==> src/rtl/bls_pkg.sv <==
// Package for the bounded list store: command and status codes, the
// per-cell control struct and the fixed field widths.
// No dependencies.
`default_nettype none

package bls_pkg;

  // Fixed field widths of the command and response transactions
  localparam int unsigned WordW  = 32;
  localparam int unsigned IndexW = 6;
  localparam int unsigned FillW  = 7;

  // Read tree shape: the index reaches 64 positions, 8 groups of 8
  localparam int unsigned GrpW   = 3;
  localparam int unsigned GrpN   = 8;
  localparam int unsigned IdxSpan = 64;

  typedef enum logic [1:0] {
    KIND_PUSH   = 2'd0,
    KIND_POP    = 2'd1,
    KIND_REMOVE = 2'd2,
    KIND_GET    = 2'd3
  } kind_e;

  typedef enum logic [1:0] {
    ST_OK    = 2'd0,
    ST_RANGE = 2'd1,
    ST_EMPTY = 2'd2,
    ST_FULL  = 2'd3
  } status_e;

  // Per-cell update control, decoded at the top level
  typedef struct packed {
    logic load;   // take the pushed word
    logic shift;  // take the right-hand neighbour's word
  } cell_ctrl_t;

endpackage

`default_nettype wire

==> src/rtl/bls_if.sv <==
// Valid/ready channel interfaces for the command and response transactions.
// Depends on bls_pkg for the code types and field widths.
`default_nettype none

interface bls_cmd_if;
  logic                              valid;
  logic                              ready;
  bls_pkg::kind_e                    kind;
  logic signed [bls_pkg::WordW-1:0]  value;
  logic        [bls_pkg::IndexW-1:0] index;

  modport source (output valid, output kind, output value, output index, input ready);
  modport sink   (input valid, input kind, input value, input index, output ready);
endinterface

interface bls_rsp_if;
  logic                              valid;
  logic                              ready;
  logic signed [bls_pkg::WordW-1:0]  read_data;
  bls_pkg::status_e                  status;
  logic        [bls_pkg::FillW-1:0]  fill;

  modport source (output valid, output read_data, output status, output fill, input ready);
  modport sink   (input valid, input read_data, input status, input fill, output ready);
endinterface

`default_nettype wire

==> src/rtl/bls_cell.sv <==
// One storage cell of the list: holds a single word and passes it to its
// left-hand neighbour for the remove shift. Depends on bls_pkg.
`default_nettype none

module bls_cell (
  input  wire logic                             clk_i,
  input  wire bls_pkg::cell_ctrl_t              ctrl_i,
  input  wire logic [bls_pkg::WordW-1:0]        push_word_i,
  input  wire logic [bls_pkg::WordW-1:0]        right_word_i,
  output logic      [bls_pkg::WordW-1:0]        word_o
);
  import bls_pkg::*;

  logic [WordW-1:0] word_d, word_q;

  // Push writes, remove shifts down from the right; otherwise hold
  always_comb begin
    word_d = word_q;
    if (ctrl_i.load) begin
      word_d = push_word_i;
    end else if (ctrl_i.shift) begin
      word_d = right_word_i;
    end
  end

  always_ff @(posedge clk_i) begin
    word_q <= word_d;
  end

  assign word_o = word_q;

endmodule

`default_nettype wire

==> src/rtl/bls_rd_tree.sv <==
// Two-level registered read selection over the addressable cells:
// eight groups of eight words, then one group. Depends on bls_pkg.
`default_nettype none

module bls_rd_tree #(
  parameter int unsigned RD_N = 64
) (
  input  wire logic                          clk_i,
  input  wire logic [bls_pkg::WordW-1:0]     words_i [RD_N],
  input  wire logic [bls_pkg::IndexW-1:0]    index_i,
  output logic      [bls_pkg::WordW-1:0]     data_o
);
  import bls_pkg::*;

  logic [WordW-1:0] pad_w [IdxSpan];
  logic [WordW-1:0] grp_q [GrpN];
  logic [GrpW-1:0]  grp_sel_q;

  // Positions beyond the readable cells read as zero
  for (genvar p = 0; p < IdxSpan; p++) begin : g_pad
    if (p < RD_N) begin : g_live
      assign pad_w[p] = words_i[p];
    end else begin : g_zero
      assign pad_w[p] = '0;
    end
  end

  // First level: pick one word inside every group
  always_ff @(posedge clk_i) begin
    for (int g = 0; g < GrpN; g++) begin
      grp_q[g[GrpW-1:0]] <= pad_w[{g[GrpW-1:0], index_i[GrpW-1:0]}];
    end
    grp_sel_q <= index_i[IndexW-1:GrpW];
  end

  // Second level: pick the group
  assign data_o = grp_q[grp_sel_q];

endmodule

`default_nettype wire

==> src/rtl/bounded_list_store.sv <==
// Top level of the bounded list store: command decode, the row of cells,
// read tree and response register. Depends on bls_pkg, bls_if, bls_cell,
// bls_rd_tree.
//
// Usage:
//   cmd_i carries one command per transaction (kind, value, index);
//   rsp_o returns exactly one response per command (read_data, status,
//   fill), in command order. Both are valid/ready channels.
//   Each accepted command passes through the command stage register
//   (busy_q, with the first read-tree level) and then the response
//   register before its response is valid. A command is taken only
//   while no other command is in flight.
//   Push and remove update the row of cells in the accept cycle (pop only
//   lowers the fill); remove moves every later word one cell down at once.
//   The response register holds while rsp_o is stalled; cmd_i.ready stays
//   low until the held response is taken (it may be taken in the same
//   cycle as the next command).
//   Reset empties the list (fill 0) and clears the channel state; the
//   stored words are not cleared and are never read before being written.
`default_nettype none

module bounded_list_store #(
  parameter int unsigned CAPACITY = 64
) (
  input  wire logic clk_i,
  input  wire logic rst_ni,
  bls_cmd_if.sink   cmd_i,
  bls_rsp_if.source rsp_o
);
  import bls_pkg::*;

  localparam int unsigned CntW = $clog2(CAPACITY + 1);
  localparam int unsigned CmpW = (CntW > IndexW) ? CntW : IndexW;
  localparam int unsigned RdN  = (CAPACITY < IdxSpan) ? CAPACITY : IdxSpan;

  logic            accept_w;
  logic            busy_q;
  logic [CntW-1:0] used_d, used_q;
  status_e         st_d, st_q;
  logic            get_ok_d, get_ok_q;
  logic            push_ok_w, remove_ok_w;
  logic            in_range_w;
  logic [CmpW-1:0] index_ext_w;

  logic             out_valid_q;
  logic [WordW-1:0] out_data_q;
  status_e          out_st_q;
  logic [FillW-1:0] out_fill_q;

  cell_ctrl_t       ctrl_w [CAPACITY];
  logic [WordW-1:0] word_w [CAPACITY];
  logic [WordW-1:0] rd_words_w [RdN];
  logic [WordW-1:0] tree_data_w;

  // One command at a time; the response slot must be free or emptying
  assign cmd_i.ready = !busy_q && (!out_valid_q || rsp_o.ready);
  assign accept_w    = cmd_i.valid && cmd_i.ready;

  assign index_ext_w = CmpW'(cmd_i.index);
  assign in_range_w  = index_ext_w < CmpW'(used_q);

  // Status and new fill count
  always_comb begin
    used_d      = used_q;
    st_d        = ST_OK;
    get_ok_d    = 1'b0;
    push_ok_w   = 1'b0;
    remove_ok_w = 1'b0;
    case (cmd_i.kind)
      KIND_PUSH: begin
        if (used_q == CntW'(CAPACITY)) begin
          st_d = ST_FULL;
        end else begin
          push_ok_w = 1'b1;
          used_d    = used_q + 1'b1;
        end
      end
      KIND_POP: begin
        if (used_q == '0) begin
          st_d = ST_EMPTY;
        end else begin
          used_d = used_q - 1'b1;
        end
      end
      KIND_REMOVE: begin
        if (!in_range_w) begin
          st_d = ST_RANGE;
        end else begin
          remove_ok_w = 1'b1;
          used_d      = used_q - 1'b1;
        end
      end
      KIND_GET: begin
        if (!in_range_w) begin
          st_d = ST_RANGE;
        end else begin
          get_ok_d = 1'b1;
        end
      end
      default: st_d = ST_OK;
    endcase
  end

  // Command stage control
  always_ff @(posedge clk_i or negedge rst_ni) begin
    if (!rst_ni) begin
      busy_q   <= 1'b0;
      used_q   <= '0;
      st_q     <= ST_OK;
      get_ok_q <= 1'b0;
    end else begin
      busy_q <= accept_w;
      if (accept_w) begin
        used_q   <= used_d;
        st_q     <= st_d;
        get_ok_q <= get_ok_d;
      end
    end
  end

  // Row of cells with per-position decode
  for (genvar c = 0; c < CAPACITY; c++) begin : g_cell
    assign ctrl_w[c].load  = accept_w && push_ok_w && (used_q == CntW'(c));
    assign ctrl_w[c].shift = accept_w && remove_ok_w && (CmpW'(c) >= index_ext_w)
                             && (CntW'(c + 1) < used_q);

    if (c + 1 < CAPACITY) begin : g_mid
      bls_cell u_cell (
        .clk_i       (clk_i),
        .ctrl_i      (ctrl_w[c]),
        .push_word_i (cmd_i.value),
        .right_word_i(word_w[c + 1]),
        .word_o      (word_w[c])
      );
    end else begin : g_last
      bls_cell u_cell (
        .clk_i       (clk_i),
        .ctrl_i      (ctrl_w[c]),
        .push_word_i (cmd_i.value),
        .right_word_i('0),
        .word_o      (word_w[c])
      );
    end
  end

  for (genvar r = 0; r < RdN; r++) begin : g_rd
    assign rd_words_w[r] = word_w[r];
  end

  bls_rd_tree #(
    .RD_N(RdN)
  ) u_rd_tree (
    .clk_i  (clk_i),
    .words_i(rd_words_w),
    .index_i(cmd_i.index),
    .data_o (tree_data_w)
  );

  // Response register
  always_ff @(posedge clk_i or negedge rst_ni) begin
    if (!rst_ni) begin
      out_valid_q <= 1'b0;
    end else if (busy_q) begin
      out_valid_q <= 1'b1;
    end else if (rsp_o.ready) begin
      out_valid_q <= 1'b0;
    end
  end

  always_ff @(posedge clk_i) begin
    if (busy_q) begin
      out_data_q <= get_ok_q ? tree_data_w : '0;
      out_st_q   <= st_q;
      out_fill_q <= FillW'(used_q);
    end
  end

  assign rsp_o.valid     = out_valid_q;
  assign rsp_o.read_data = out_data_q;
  assign rsp_o.status    = out_st_q;
  assign rsp_o.fill      = out_fill_q;

  // Checks
  a_busy_slot_free: assert property (@(posedge clk_i) disable iff (!rst_ni)
    busy_q |-> !out_valid_q)
    else $error("response slot occupied while a command is in flight");

  a_fill_bound: assert property (@(posedge clk_i) disable iff (!rst_ni)
    used_q <= CntW'(CAPACITY))
    else $error("fill count above capacity");

  a_accept_busy: assert property (@(posedge clk_i) disable iff (!rst_ni)
    accept_w |=> busy_q)
    else $error("accepted command did not enter the command stage");

  a_rsp_from_cmd: assert property (@(posedge clk_i) disable iff (!rst_ni)
    $rose(out_valid_q) |-> $past(busy_q))
    else $error("response appeared without a command");

endmodule

`default_nettype wire

==> src/flat_wrapper.sv <==
// flat-port wrapper written by rule: the top's interface ports become plain ports
module bounded_list_store_flat import bls_pkg::*;
#(
  parameter int unsigned CAPACITY = 64
)
  (clk_i, rst_ni, cmd_i_valid, cmd_i_kind, cmd_i_value, cmd_i_index, cmd_i_ready, rsp_o_valid, rsp_o_read_data, rsp_o_status, rsp_o_fill, rsp_o_ready);
  bls_cmd_if cmd_i_i ();
  bls_rsp_if rsp_o_i ();
  input  wire logic clk_i;
  input  wire logic rst_ni;
  input wire logic [$bits(cmd_i_i.valid)-1:0] cmd_i_valid;
  input wire logic [$bits(cmd_i_i.kind)-1:0] cmd_i_kind;
  input wire logic [$bits(cmd_i_i.value)-1:0] cmd_i_value;
  input wire logic [$bits(cmd_i_i.index)-1:0] cmd_i_index;
  output wire logic [$bits(cmd_i_i.ready)-1:0] cmd_i_ready;
  output wire logic [$bits(rsp_o_i.valid)-1:0] rsp_o_valid;
  output wire logic [$bits(rsp_o_i.read_data)-1:0] rsp_o_read_data;
  output wire logic [$bits(rsp_o_i.status)-1:0] rsp_o_status;
  output wire logic [$bits(rsp_o_i.fill)-1:0] rsp_o_fill;
  input wire logic [$bits(rsp_o_i.ready)-1:0] rsp_o_ready;
  assign cmd_i_i.valid = cmd_i_valid;
  assign cmd_i_i.kind = cmd_i_kind;
  assign cmd_i_i.value = cmd_i_value;
  assign cmd_i_i.index = cmd_i_index;
  assign cmd_i_ready = cmd_i_i.ready;
  assign rsp_o_valid = rsp_o_i.valid;
  assign rsp_o_read_data = rsp_o_i.read_data;
  assign rsp_o_status = rsp_o_i.status;
  assign rsp_o_fill = rsp_o_i.fill;
  assign rsp_o_i.ready = rsp_o_ready;
  bounded_list_store #(.CAPACITY(CAPACITY)) u_core (.clk_i(clk_i), .rst_ni(rst_ni), .cmd_i(cmd_i_i), .rsp_o(rsp_o_i));
endmodule
==> config.mk <==
export PLATFORM = sky130hd
export DESIGN_NAME = bounded_list_store_flat
export DESIGN_NICKNAME = d
export VERILOG_FILES = /design/src/rtl/bls_pkg.sv /design/src/rtl/bls_if.sv /design/src/rtl/bls_cell.sv /design/src/rtl/bls_rd_tree.sv /design/src/rtl/bounded_list_store.sv /design/src/flat_wrapper.sv
export SDC_FILE = /design/constraint.sdc
export NUM_CORES = 2
export LEC_CHECK = 0
export BUFFER_PORTS_ARGS = -buffer_cell sky130_fd_sc_hd__buf_2
export CAP_MARGIN = 20
export CORE_MARGIN = 3
export CORE_UTILIZATION = 63
export DETAILED_ROUTE_END_ITERATION = 10
export GPL_TIMING_DRIVEN = 0
export MAX_ROUTING_LAYER = met4
export PLACE_DENSITY_LB_ADDON = 0.1
export SLEW_MARGIN = 20
export SYNTH_ARGS = -nofsm -noshare
export SYNTH_HDL_FRONTEND = slang
export SYNTH_SLANG_ARGS = --single-unit
==> constraint.sdc <==
create_clock -name clk_i -period 5.9 [get_ports clk_i]
set_clock_uncertainty 0.15 [all_clocks]
set_input_delay 0.59 -clock clk_i [delete_from_list [all_inputs] [get_ports clk_i]]
set_output_delay 0.59 -clock clk_i [all_outputs]
set_load 0.005 [all_outputs]
==> run_results.csv <==
group,metric,value,unit
sta,timing.slew.headroom,15.5,%
setup_path,critPathArrivalTime,5.84,ns
global_route,gr-total-overflow,0,
route,wirelength,374,mm
sta,hold_ws,0.0872,ns
global_route,grt_max_degree,33,
logic_synthesis,yosysTopAreaCell,"edfxtp_1",
flow_run,maxCapViolCount,0,
cts,ctsResizeCount,0,
logic_synthesis,netlist.area_leader.share,55.8,%
finish,stdcell_area,127000,µm²
hold_path,hold_class,"in -> reg",
logic_synthesis,synth_area_leaders,"edfxtp_1 56%, mux2_2 22%, mux4_2 11%",
logic_synthesis,yosys_register_bits,2360,
sta,worst-slew-pin-transition,1.27,ns
floorplanning,initial_utilization,63.6,%
global_route,antenna_found_initial,45,
logic_synthesis,yosysWarnings,0,
power,leakagePower,0.0417,µW
route,wl_per_cell,40.2,µm
route,postRouteAntennaNets,0,
status,run_status,"finished clean",
logic_synthesis,synthTopCellsByCount,"2243 x mux2_2, 2089 x edfxtp_1, 573 x mux4_2",
route,detailedRoute.firstIterationViolations,10562,
cts,clockRootBuffer,"clkbuf_16",
floorplanning,fp.dieH,429,µm
cts,clkLatencyLatePin,0.88,ns
place,portBuffers,53,
power,p_int,29100,µW
setup_path,cp-end-kind,"register",
cts,cts_tree,"yes",
power,max-vdd-ir-drop,0.000318,V
cts,cts.clk_slew.worst_paths,0.06,ns
cts,cts-buffers-inserted,234,
global_route,grt_pass1_vias,66517,
route,firstDrtPassIters,8,
power,power_density,307,nW/µm²
logic_synthesis,synth_cell_type_count,59,
global_route,grt_first_pass_wirelength,519,mm
logic_synthesis,async_reset_ff_share,0.508,%
setup_path,crit_fanout,32,
place,dp_hpwl,284,mm
power,pwr-share-seq,49.4,%
power,net-switching-power,9910,µW
sta,finalCriticalPeriod,5.49,ns
setup_path,critPathKind,"reg -> reg",
route,drt-vias-per-instance,7.15,
logic_synthesis,syn_area_per_cell,17.7,µm²
power,clkPwrFrac,39.3,%
global_route,track_usage,41.7,%
finish,drive_above_1_share,53.0,%
sta,rsz0062_at_grt,"false",
cts,cts_max_level,4,
floorplanning,rows,154,
cts,clkSinkCount,2360,
floorplanning,core,177000,µm²
sta,period_share,93.1,%
floorplanning,io_pins,87,
logic_synthesis,syn_nets,6407,
finish,finish.utilization,71.8,%
sta,slew_viol_final,0,
power,swShare,25.4,%
logic_synthesis,synthFlopType,"edfxtp_1",
floorplanning,fp.dieW,429,µm
sta,finalSetupViolations,0,
logic_synthesis,synth-edff-count,2089,
route,drcViolationCount,0,
finish,nets,6809,
logic_synthesis,synthesis.instances,6347,
floorplanning,die-area,184000,µm²
sta,hold_viol,0,
power,pwr-share-comb,11.4,%
logic_synthesis,synth_most_common_cell,"mux2_2",
route,vias,66625,
place,placed_cell_area,119000,µm²
cts,clockBufferDepth,3,
finish,area.growth.synth_to_final,12.9,%
logic_synthesis,mappedNetlistArea,113000,µm²
sta,fmax,182,MHz
setup_path,crit_required,6.25,ns
logic_synthesis,yosysSeqAreaShare,60.6,%
setup_path,cp-start-kind,"register",
place,gp_congestion,1.02,
==> repair_timing <==
item                                    4_1_cts  5_1_grt
hold endpoints to repair                     16        0
hold buffers                                  6        0
setup buffers                                 0        0
endpoints found under the setup margin        0        0
==> registers in the layout, indices dropped and copies added (netlist names), 2 cells and up <==
| name | cells |
|---|---|
| u_core.used_q | 7 |
| u_core.rsp_o.read_data | 32 |
| u_core.rsp_o.status | 2 |
| u_core.g_cell.g_mid.u_cell.word_o | 2016 |
| u_core.u_rd_tree.grp_sel_q | 3 |
| u_core.u_rd_tree.grp_q | 256 |
| u_core.g_cell.g_last.u_cell.word_o | 32 |
| u_core.rsp_o.fill | 7 |
| u_core.st_q | 2 |
==> cell type report <==
type / instances / area [µm²]
well taps: 2340 / 2930
clock buffers: 374 / 6960
clock inverters: 74 / 858
plain buffers: 623 / 2700
multi-input cells: 3350 / 42400
flip-flops and latches: 2360 / 68200
fillers: 10985 / 49900
diodes: 16 / 40.0
repair buffers: 166 / 2850
inverters: 14 / 52.6
==> power groups by stage <==
stage / logic, µW / registers [µW] / clock network, µW
floorplan: 2260 / 19400 / 0
global placement: 3900 / 19600 / 0
detailed placement: 4240 / 19600 / 0
CTS: 4270 / 19200 / 15300
global route: 4500 / 19300 / 16000
finish: 4420 / 19200 / 15300
==> routing by layer <==
layer  track usage (%)  vias up  wire (µm)
met3              10.2      766      43800
met4              17.1        0      17400
li1                  -    26282          -
met2              61.1     4682     170000
met1              56.7    34895     143000
met5                 -        -          0
==> worst max-delay path: stages, from the launching register on <==
cell and delay [ns]:
dfrtp_1 0.39, buf_4 0.21, inv_2 0.10, nor2_1 0.88, nand2_1 0.80, nor2_2 1.12
buf_2 0.68, a31o_4 0.61
==> layout by cell type, fill, tap and decap left out, drive strengths merged, types with 36 or more instances in the layout <==
cell type | synthesis | routed
mux4 | 573 | 573
mux2i | 38 | 38
mux2 | 2269 | 2269
dfxtp | 259 | 259
o22ai | 43 | 43
nor2b | 36 | 36
clkinv | 1 | 54
edfxtp | 2089 | 2089
o21ai | 48 | 48
clkbuf | 312 | 687
nor2 | 70 | 70
buf | 311 | 470
nand2 | 63 | 63
==> kinds of logic after synthesis <==
family / Yosys count / share of synthesized area, %
multiplexers: 2880 / 34.5
flip-flops: 2360 / 60.6
buffers and inverters: 637 / 2.40
AND/OR/NAND/NOR: 287 / 1.30
AO/OA/AOI/OAI: 160 / 0.918
adder cells (fa/ha/maj): 16 / 0.178
XOR/XNOR: 7 / 0.0545
==> final timing paths <==
path | slack [ns] | endpoint | startpoint | cells after the start
max | 0.41 | u_core.g_cell[8].g_mid.u_cell.word_o[5] | u_core.used_q[3] | 7
min | 0.09 | u_core.get_ok_q | cmd_i_kind[0] | 3
max reg2reg | 0.41 | u_core.g_cell[8].g_mid.u_cell.word_o[5] | u_core.used_q[3] | 7
min reg2reg | 0.30 | u_core.rsp_o.status[0] | u_core.st_q[0] | 0
max in group asynchronous | 4.54 | u_core.busy_q | rst_ni | 3
min in group asynchronous | 0.63 | u_core.used_q[0] | rst_ni | 3
==> through the flow <==
step	setup TNS, ns	worst slack (ns)	cells	power [µW]
3_3_place_gp	-3795.42	-4.86	8740	23500
3_5_place_dp	0	0.586	8845	23800
5_1_grt	0	0.478	9312	39800
6_report	0	0.407	9317	39000
4_1_cts	0	0.597	9299	38800
2_1_floorplan	0	0.718	6347	21700
(Power assumes the default switching activity.)
